--- config.mk ---
export PLATFORM = sky130hd
export DESIGN_NAME = clamped_linear_range_mapper_unit
export DESIGN_NICKNAME = d
export VERILOG_FILES = /design/src/sv/clrm_pkg.sv /design/src/sv/clamped_linear_range_mapper_unit.sv
export VERILOG_INCLUDE_DIRS = /design/src /design/src/sv
export SDC_FILE = /design/constraint.sdc
export NUM_CORES = 2
export LEC_CHECK = 0
export BUFFER_PORTS_ARGS = -buffer_cell sky130_fd_sc_hd__buf_2
export CAP_MARGIN = 20
export CORE_MARGIN = 1.5
export CORE_UTILIZATION = 55
export DETAILED_ROUTE_END_ITERATION = 7
export GPL_TIMING_DRIVEN = 0
export PLACE_DENSITY_LB_ADDON = 0.3
export SLEW_MARGIN = 40
export SYNTH_ARGS = -nofsm -noshare
export SYNTH_HDL_FRONTEND = slang
export SYNTH_SLANG_ARGS = --single-unit
--- constraint.sdc ---
create_clock -name clk -period 13 [get_ports clk]
set_input_delay 1.3 -clock clk [delete_from_list [all_inputs] [get_ports clk]]
set_output_delay 1.3 -clock clk [all_outputs]
set_load 0.02 [all_outputs]
--- src/sv/clamped_linear_range_mapper_unit_defines.svh ---
// assertion helpers shared by the mapper rtl
`ifndef CLAMPED_LINEAR_RANGE_MAPPER_UNIT_DEFINES_SVH
`define CLAMPED_LINEAR_RANGE_MAPPER_UNIT_DEFINES_SVH

// same-cycle implication, masked while in reset
`define CLRM_ASSERT_HOLDS(label, clk, rst_n, ante, cons) \
	label: assert property (@(posedge clk) disable iff (!rst_n) (ante) |-> (cons)) \
		else $error("mapper check failed");

// next-cycle implication, masked while in reset
`define CLRM_ASSERT_NEXT(label, clk, rst_n, ante, cons) \
	label: assert property (@(posedge clk) disable iff (!rst_n) (ante) |=> (cons)) \
		else $error("mapper check failed");

`endif

--- src/sv/clrm_pkg.sv ---
package clrm_pkg;

	localparam int unsigned DATA_W = 32;
	// quotient bits produced by the divider, one per cycle
	localparam int unsigned DIV_STEPS = 34;
	localparam int unsigned CNT_W = $clog2(DIV_STEPS);
	// largest input span that needs no halving
	localparam logic [32:0] MAP_LIMIT = 33'd2147483647;

	typedef enum logic [1:0] {
		REG_IN_LOW   = 2'd0,
		REG_IN_HIGH  = 2'd1,
		REG_OUT_LOW  = 2'd2,
		REG_OUT_HIGH = 2'd3
	} cfg_reg_t;

	typedef enum logic [2:0] {
		ST_IDLE,
		ST_PREP,
		ST_MULT,
		ST_PRODUCT,
		ST_DIV,
		ST_FIX,
		ST_EMIT
	} state_t;

	// signed halving, truncated toward zero
	function automatic logic [DATA_W-1:0] half_tz(input logic [DATA_W-1:0] x);
		logic [DATA_W-1:0] t;
		t = x + {{(DATA_W-1){1'b0}}, x[DATA_W-1]};
		return {t[DATA_W-1], t[DATA_W-1:1]};
	endfunction

endpackage

--- src/sv/clamped_linear_range_mapper_unit.sv ---
// channel   signals                              direction  word
// -------   -----------------------------------  ---------  -------------------------
// in        in_valid, in_ready, sample           into       one sample to map
// out       out_valid, out_ready, mapped         out of     one mapped value
// cfg       cfg_valid, cfg_ready, cfg_index,     into       one bound register write,
//           cfg_data                                        cfg_ready held high
//
// sequence: per pass a check and a multiply step, repeated halving passes as needed,
//   then product, divider, fix-up and emit steps; clamped or empty-range
//   samples take a check and an emit step; one sample at a time (radix-2 divider)
// reset: arst_n clears the sequencer, the output word and the bound registers to 0
// stalls: the finished word waits in an output register while the next sample is
//   taken; the sequencer holds in emit only if that register is still full

`include "clamped_linear_range_mapper_unit_defines.svh"

module clamped_linear_range_mapper_unit (
	input  logic        clk,
	input  logic        arst_n,
	// sample channel
	input  logic        in_valid,
	output logic        in_ready,
	input  logic [31:0] sample,
	// result channel
	output logic        out_valid,
	input  logic        out_ready,
	output logic [31:0] mapped,
	// bound register writes
	input  logic        cfg_valid,
	output logic        cfg_ready,
	input  logic [1:0]  cfg_index,
	input  logic [31:0] cfg_data
);

	// bound registers
	logic [31:0] in_low_q, in_high_q, out_low_q, out_high_q;

	// sequencer
	clrm_pkg::state_t state_q, state_d;

	// working ranges: input a..b (a <= b), output c..d paired with them
	logic [31:0] v_q, a_q, b_q, c_q, d_q;
	// offset into input range, later 1-based position
	logic [32:0] x_q;
	// output span, later output count
	logic [32:0] s_q;
	logic [31:0] span_q;   // b - a
	logic        big_q;    // input span too wide, halve without multiplying
	logic        rise_q;   // output range rises
	logic [33:0] num_q;    // dividend, shifts into quotient
	logic [31:0] div_q;    // input count
	logic [31:0] rem_q;
	logic [clrm_pkg::CNT_W-1:0] cnt_q;
	logic [31:0] res_q;
	logic [31:0] mapped_q;
	logic        out_valid_q;

	// check-stage terms
	logic        at_low, at_high, flat, rise;
	logic [32:0] x_full, dc, s_full, ba;
	logic        big;

	// shared multiplier
	logic [65:0] prod;
	logic        over;

	// halving terms
	logic [31:0] mid, tmid;
	logic        go_up;

	// divider step
	logic [32:0] trial, diff;
	logic        qbit;

	// fix-up
	logic [33:0] fix_sum;

	logic in_fire, out_fire, slot_free;

	assign in_ready  = (state_q == clrm_pkg::ST_IDLE);
	assign in_fire   = in_valid & in_ready;
	assign out_valid = out_valid_q;
	assign mapped    = mapped_q;
	assign out_fire  = out_valid_q & out_ready;
	assign slot_free = ~out_valid_q | out_ready;
	assign cfg_ready = 1'b1;

	// bound register writes
	always_ff @(posedge clk or negedge arst_n) begin
		if (!arst_n) begin
			in_low_q   <= '0;
			in_high_q  <= '0;
			out_low_q  <= '0;
			out_high_q <= '0;
		end else if (cfg_valid) begin
			case (clrm_pkg::cfg_reg_t'(cfg_index))
				clrm_pkg::REG_IN_LOW:   in_low_q   <= cfg_data;
				clrm_pkg::REG_IN_HIGH:  in_high_q  <= cfg_data;
				clrm_pkg::REG_OUT_LOW:  out_low_q  <= cfg_data;
				clrm_pkg::REG_OUT_HIGH: out_high_q <= cfg_data;
				default: ;
			endcase
		end
	end

	// clamp, empty-range and overflow checks on the current ranges
	assign at_low  = $signed(v_q) <= $signed(a_q);
	assign at_high = $signed(v_q) >= $signed(b_q);
	assign flat    = (c_q == d_q);
	assign rise    = $signed(c_q) < $signed(d_q);
	assign x_full  = {v_q[31], v_q} - {a_q[31], a_q};
	assign dc      = {d_q[31], d_q} - {c_q[31], c_q};
	assign s_full  = dc[32] ? (33'd0 - dc) : dc;
	assign ba      = {b_q[31], b_q} - {a_q[31], a_q};
	assign big     = ba > clrm_pkg::MAP_LIMIT;

	// one multiplier: offset * span for the overflow test, then position * count
	assign prod = {33'd0, x_q} * {33'd0, s_q};
	assign over = big_q | (|prod[65:31]);

	// midpoints of both ranges
	assign mid   = clrm_pkg::half_tz(a_q) + clrm_pkg::half_tz(b_q);
	assign tmid  = clrm_pkg::half_tz(c_q) + clrm_pkg::half_tz(d_q);
	assign go_up = $signed(v_q) > $signed(mid);

	// restoring division, one quotient bit a cycle
	assign trial = {rem_q, num_q[33]};
	assign diff  = trial - {1'b0, div_q};
	assign qbit  = ~diff[32];

	// place the ceiling-rounded position in the output range
	assign fix_sum = rise_q ? ({{2{c_q[31]}}, c_q} + {1'b0, num_q[32:0]} - 34'd1)
	                        : ({{2{c_q[31]}}, c_q} - {1'b0, num_q[32:0]} + 34'd1);

	// state register
	always_ff @(posedge clk or negedge arst_n) begin
		if (!arst_n) begin
			state_q <= clrm_pkg::ST_IDLE;
		end else begin
			state_q <= state_d;
		end
	end

	// next state
	always_comb begin
		state_d = state_q;
		case (state_q)
			clrm_pkg::ST_IDLE: begin
				if (in_fire) state_d = clrm_pkg::ST_PREP;
			end
			clrm_pkg::ST_PREP: begin
				if (at_low || at_high || flat) state_d = clrm_pkg::ST_EMIT;
				else state_d = clrm_pkg::ST_MULT;
			end
			clrm_pkg::ST_MULT: begin
				// halve and test again, or the product fits
				if (over) state_d = clrm_pkg::ST_PREP;
				else state_d = clrm_pkg::ST_PRODUCT;
			end
			clrm_pkg::ST_PRODUCT: begin
				state_d = clrm_pkg::ST_DIV;
			end
			clrm_pkg::ST_DIV: begin
				if (cnt_q == clrm_pkg::CNT_W'(clrm_pkg::DIV_STEPS - 1)) begin
					state_d = clrm_pkg::ST_FIX;
				end
			end
			clrm_pkg::ST_FIX: begin
				state_d = clrm_pkg::ST_EMIT;
			end
			clrm_pkg::ST_EMIT: begin
				if (slot_free) state_d = clrm_pkg::ST_IDLE;
			end
			default: state_d = clrm_pkg::ST_IDLE;
		endcase
	end

	// datapath
	always_ff @(posedge clk) begin
		case (state_q)
			clrm_pkg::ST_IDLE: begin
				if (in_fire) begin
					v_q <= sample;
					// reversed input bounds swap both pairs
					if ($signed(in_low_q) > $signed(in_high_q)) begin
						a_q <= in_high_q;
						b_q <= in_low_q;
						c_q <= out_high_q;
						d_q <= out_low_q;
					end else begin
						a_q <= in_low_q;
						b_q <= in_high_q;
						c_q <= out_low_q;
						d_q <= out_high_q;
					end
				end
			end
			clrm_pkg::ST_PREP: begin
				if (at_low)       res_q <= c_q;
				else if (at_high) res_q <= d_q;
				else              res_q <= c_q;
				x_q    <= x_full;
				s_q    <= s_full;
				span_q <= ba[31:0];
				big_q  <= big;
				rise_q <= rise;
			end
			clrm_pkg::ST_MULT: begin
				if (over) begin
					if (go_up) begin
						a_q <= mid;
						c_q <= tmid;
					end else begin
						b_q <= mid;
						d_q <= tmid;
					end
				end else begin
					x_q <= x_q + 33'd1;
					s_q <= s_q + 33'd1;
				end
			end
			clrm_pkg::ST_PRODUCT: begin
				// ceiling bias: pos * count + input count - 1
				num_q <= prod[33:0] + {2'b00, span_q};
				div_q <= span_q + 32'd1;
				rem_q <= '0;
				cnt_q <= '0;
			end
			clrm_pkg::ST_DIV: begin
				rem_q <= qbit ? diff[31:0] : trial[31:0];
				num_q <= {num_q[32:0], qbit};
				cnt_q <= cnt_q + clrm_pkg::CNT_W'(1);
			end
			clrm_pkg::ST_FIX: begin
				res_q <= fix_sum[31:0];
			end
			default: ;
		endcase
	end

	// output word register
	always_ff @(posedge clk or negedge arst_n) begin
		if (!arst_n) begin
			out_valid_q <= 1'b0;
			mapped_q    <= '0;
		end else if (state_q == clrm_pkg::ST_EMIT && slot_free) begin
			out_valid_q <= 1'b1;
			mapped_q    <= res_q;
		end else if (out_fire) begin
			out_valid_q <= 1'b0;
		end
	end

	// halving keeps the input range ordered
	`CLRM_ASSERT_HOLDS(a_range_ordered, clk, arst_n, state_q == clrm_pkg::ST_PREP,
		$signed(a_q) <= $signed(b_q))
	// divider remainder stays below the divisor
	`CLRM_ASSERT_HOLDS(a_rem_bound, clk, arst_n, state_q == clrm_pkg::ST_DIV, rem_q < div_q)
	// a taken sample starts the checks
	`CLRM_ASSERT_NEXT(a_accept_starts, clk, arst_n, in_fire, state_q == clrm_pkg::ST_PREP)
	// a result with a free slot shows up on the output
	`CLRM_ASSERT_NEXT(a_emit_shows, clk, arst_n, state_q == clrm_pkg::ST_EMIT && slot_free,
		out_valid && mapped == $past(res_q))

endmodule

# Word-level counts from Yosys, hierarchy flattened
# Index checks and enable logic that the tools add are counted.
# classes
addsub	20
n_mul	1
n_div	0
order_cmp	6
n_eq_ne	18
n_shift	0
mux	41
n_bitwise	6
n_reduce_logical	20
# op_table
operator	count
32-bit two-way mux	20
32-bit case mux with 2 select lines	6
33-bit case mux with 2 select lines	2
32-bit by 1-bit adder with 32-bit output	4
33-bit two-way mux	3
32-bit by 32-bit subtractor with 33-bit output	3
34-bit case mux with 2 select lines	1
33-bit by 1-bit adder with 33-bit output (second input constant)	2
33-bit by 33-bit multiplier with 66-bit output	1
31-bit by 31-bit adder with 32-bit output	2
32-bit by 1-bit adder with 32-bit output (second input constant)	2
32-bit greater-than comparator	2
35-bit OR reduction	1
34-bit by 32-bit adder with 34-bit output	1
33-bit by 31-bit greater-than comparator with 1-bit output (second input constant)	1
1-bit by 33-bit subtractor with 33-bit output (first input constant)	1
33-bit by 32-bit subtractor with 33-bit output	1
32-bit adder	1
32-bit equality test	1
32-bit >= comparator	1
32-bit less-or-equal comparator	1
32-bit less-than comparator	1
32-bit by 1-bit subtractor with 32-bit output (second input constant)	1
32-bit subtractor	1
25 further kinds	52
# word_totals
reg_bits	560
latchBits	0
ram_bits	0
rom_bits	0
input_bits	71
output_inout_bits	35
elab_cells	134
mem_count	0

# Logic depth before layout (Yosys ltp)
# logic_depth
ltp_word	6
mapped_depth	38
depth_no_buf	36

# Worst setup path before layout
# Ideal clock, no wire load.
# synth_path
path_type	flip-flop to flip-flop
from	register x_q[26]
to	register b_q[0] (enable)
setup_ns	0.493
arrival_ns	10.162
t_required_ns	12.507
path_slack_ns	2.345
stages_incl_launch_ff	32
path_buffers	3
synth_period_minus_slack_ns	10.655
path_cell_list	edfxtp_1 -> clkbuf_1 -> clkbuf_1 -> and2_1 -> fa_1 -> inv_1 -> fa_1 -> inv_1 -> fa_1 -> inv_1 -> fa_1 -> inv_1 -> fa_1 -> fa_1 -> fa_1 -> inv_1 -> fa_1 -> inv_1 -> ha_1 -> buf_2 -> a21o_1 -> a21o_1 -> a221o_1 -> o21a_1 -> o31ai_4 -> a21oi_2 -> nor4_1 -> a21oi_1 -> nand4_1 -> nor4_1 -> nand4_1 -> nor2b_1
# synth_between
elab_chain_cells	5
# synth_lines
element	line	text
start, declared	clamped_linear_range_mapper_unit.sv:44	logic [32:0] x_q;
start signal, assigned	clamped_linear_range_mapper_unit.sv:202	x_q <= x_full;
start signal, assigned	clamped_linear_range_mapper_unit.sv:218	x_q <= x_q + 33'd1;
33-bit by 33-bit multiplier with 66-bit output	clamped_linear_range_mapper_unit.sv:118	assign prod = {33'd0, x_q} * {33'd0, s_q};
35-bit OR reduction	clamped_linear_range_mapper_unit.sv:119	assign over = big_q | (|prod[65:31]);
1-bit OR	clamped_linear_range_mapper_unit.sv:119	
2-bit != test (no line)	n/a	
4-bit AND reduction (no line)	n/a	
end signal, assigned	clamped_linear_range_mapper_unit.sv:187	b_q <= in_low_q;
end signal, assigned	clamped_linear_range_mapper_unit.sv:192	b_q <= in_high_q;
end signal, assigned	clamped_linear_range_mapper_unit.sv:214	b_q <= mid;
end, declared	clamped_linear_range_mapper_unit.sv:42	logic [31:0] v_q, a_q, b_q, c_q, d_q;
# No other way between the ends.
# A chain may end at the register's enable or synchronous reset.

# Worst setup path in the final report
# layout_path
from	register x_q[11]
to	register x_q[28] (enable)
# layout_between
elab_chain_cells	5
# layout_lines
element	line
33-bit by 33-bit multiplier with 66-bit output	clamped_linear_range_mapper_unit.sv:118
35-bit OR reduction	clamped_linear_range_mapper_unit.sv:119
1-bit OR	clamped_linear_range_mapper_unit.sv:119
2-bit != test (no line)	n/a
2-bit AND reduction (no line)	n/a
# No other way between the ends.

==> flow_metrics.py <==
metrics = {
    "outcome": {
        "status": "finished clean",
    },
    "sta": {
        "tns_ps": 0,
        "relSlewSlack": 0.3718,
        "timing.hold.ws_ps": 474.3,
        "rsz0062_at_grt": "no",
        "finalCritPeriodShare": 0.9559,
        "report.final.slew_viol_count": 0,
        "hold_viol_final": 0,
        "final.min_clock_period_ps": 12430,
        "fin_worst_skew_ps": 51.39,
        "worst_pin_slew_ps": 942.4,
        "setup_violations": 0,
        "clock.fmax_mhz": 80.47,
    },
    "placed_design": {
        "hpwl_um": 231300,
        "gp_routability_congestion": 1.054,
        "placed_cell_area_um2": 83860,
        "io_buffers": 104,
    },
    "clocking": {
        "cts_setup_buffers": 0,
        "cts-root-buf": "clkbuf_16",
        "clk_pin_slew_ps": 60,
        "post_cts_resized": 0,
        "cts_buffer_depth": 3,
        "cts_sinks": 560,
        "cts_tree": "done",
        "h-tree-depth": 2,
        "cts-buffers-inserted": 58,
        "hold_buffers": 0,
        "worstSkewPairLatency_ps": 660,
    },
    "global_routing": {
        "overflow": 0,
        "grt_antenna_before_repair": 14,
        "grt_usage": 0.3742,
        "grt_first_pass_wirelength_um": 412100,
        "grt_pass1_vias": 66270,
        "grt_max_degree": 75,
    },
    "floorplan": {
        "ios": 106,
        "rows": 140,
        "core_um2": 145400,
        "die_x_um": 385.3,
        "start_util": 0.5529,
        "die_area_um2": 148500,
        "fp.dieH_um": 385.3,
    },
    "worst_setup_path": {
        "cp_slowest_cell": "nand4_1",
        "rr_worst_depth": 31,
        "crit_type": "reg2reg",
        "regToRegEndpoint": "x_q[28]",
        "critPathMaxFanout": 17,
        "timing.critical_path.buf_inv": 9,
        "reg2reg_setup_slack_ps": 570,
        "path_delay_family": "adder cells",
        "worstSetupPathDepth": 31,
        "critical_path.startpoint_type": "register",
        "cp.arrival_ps": 12760,
        "slowest_delay_ps": 730,
        "crit_path_end_kind": "register",
        "timing.rr.start": "x_q[11]",
        "required_ps": 13330,
        "cpMostUsedCell": "fa_1",
    },
    "route": {
        "dr.pass1.iters": 6,
        "routedWlPerCell_um": 25.61,
        "ant_nets": 0,
        "first_iter_violations": 6383,
        "drt_wl_total_um": 276700,
        "num_vias": 65480,
        "drc": 0,
        "viasPerCell": 6.060,
    },
    "synth": {
        "synth_top_cell_by_area": "fa_1",
        "synth_area_leaders": "fa_1 (24%), edfxtp_1 (15%), ha_1 (11%)",
        "ys.flop_type": "edfxtp_1",
        "syn_nets": 10400,
        "synth_area_per_cell_um2": 9.297,
        "yosys.area.top_type_share": 0.2408,
        "synth_edf_count": 396,
        "yosysUniqueCellTypes": 99,
        "synth-seq-area-share": 0.1990,
        "yosysWarnings": 0,
        "yosys_register_bits": 560,
        "netlist_area_um2": 80390,
        "async_flop_share": 0.2929,
        "syn_inst": 8647,
    },
    "final_layout": {
        "final_area_um2": 86120,
        "drive_gt1_frac": 0.06113,
        "regArea_um2": 16000,
        "multi_input_area_um2": 58270,
        "area_growth_pct": 7.125,
        "nets": 10590,
        "layout.filler_cells": 12790,
    },
    "hold_path": {
        "min_to": "mapped[12]",
        "hold_path.class": "reg2reg",
        "hold-path-cell-count": 1,
        "min_from": "res_q[12]",
    },
    "flow_run": {
        "drv_cap": 0,
    },
}
==> logic make-up (layout without fill, tap and decap cells) <==
family                     after synthesis  after routing  share of synthesized area
buffers and inverters                 1641           1877                    0.07751
other                                    1              5                 0.00004665
AOI/OAI and AO/OA                     1376           1376                     0.1079
adders and majority gates             1683           1683                     0.3523
xor gates and xnor gates               512            512                    0.05588
muxes                                  364            364                    0.04785
and+or+nand+nor                       2510           2510                     0.1596
DFF                                    560            560                     0.1990
==> sequential cells by signal (all words and copies together) (netlist names), 32 cells and up <==
register    cells
a_q            32
num_q          34
mapped         32
span_q         32
res_q          32
d_q            32
s_q            33
c_q            32
div_q          32
out_low_q      32
rem_q          32
in_low_q       32
b_q            32
in_high_q      32
v_q            32
out_high_q     32
x_q            33
==> per-layer routing <==
layer | track usage | up-vias | part of all wire
li1 | - | 28870 | -
met1 | 0.4695 | 32600 | 0.38
met2 | 0.5938 | 3157 | 0.45
met3 | 0.08271 | 824 | 0.096
met4 | 0.2206 | 18 | 0.073
met5 | 0 | - | 0.00073
==> cell type report <==
| type | count | area share |
|---|---|---|
| Sequential cell | 560 | 0.1857 |
| Clock inverter | 31 | 0.005027 |
| Multi-Input combinational cell | 6446 | 0.6766 |
| Clock buffer | 78 | 0.02054 |
| Inverter | 1241 | 0.05409 |
| Tap cell | 1917 | 0.02785 |
| Antenna cell | 4 | 0.0001162 |
| Timing Repair Buffer | 127 | 0.01084 |
| Buffer | 400 | 0.01919 |
==> Yosys cell counts (69+ instances only) <==
cell,n
edfxtp_1,396
a21oi_1,534
dfrtp_1,164
o21a_1,72
nand2b_1,69
nor3_1,82
clkbuf_1,350
mux2i_1,202
a21o_1,175
mux2_2,160
nand2_1,702
nor2_1,386
nand4_1,101
ha_1,716
and2_1,763
inv_1,1241
nand3_1,143
xnor2_1,348
xor2_1,163
o21ai_0,161
fa_1,967
==> through the flow <==
stage,setup WS [ps],cells,util
floorplan,2345,8647,-
global placement,-2653,10670,0.5730
global route,460.4,10800,0.5923
detailed placement,755.3,10690,0.5768
CTS,723.4,10800,0.5920
finish,573.5,10800,0.5923
==> layout by cell type, fill, tap and decap left out, types with 295 or more instances in the layout <==
| cell | count |
|---|---|
| a21oi_1 | 533 |
| and2_1 | 762 |
| clkbuf_1 | 295 |
| edfxtp_1 | 396 |
| fa_1 | 967 |
| ha_1 | 716 |
| inv_1 | 1240 |
| nand2_1 | 702 |
| nor2_1 | 385 |
| xnor2_1 | 347 |
==> how the worst max path moves through the flow <==
stage,start,to,slack (ps)
after floorplan,x_q[26],b_q[0],2350
after global placement,x_q[15],b_q[27],-2650
after detailed placement,x_q[10],x_q[25],760
after CTS,x_q[10],x_q[25],720
after global routing,s_q[12],x_q[28],460
final,x_q[11],x_q[28],570
Power is left out: the tool's default activity adds up to more than one toggle a clock period on the data nets, which glitch-free logic cannot reach.
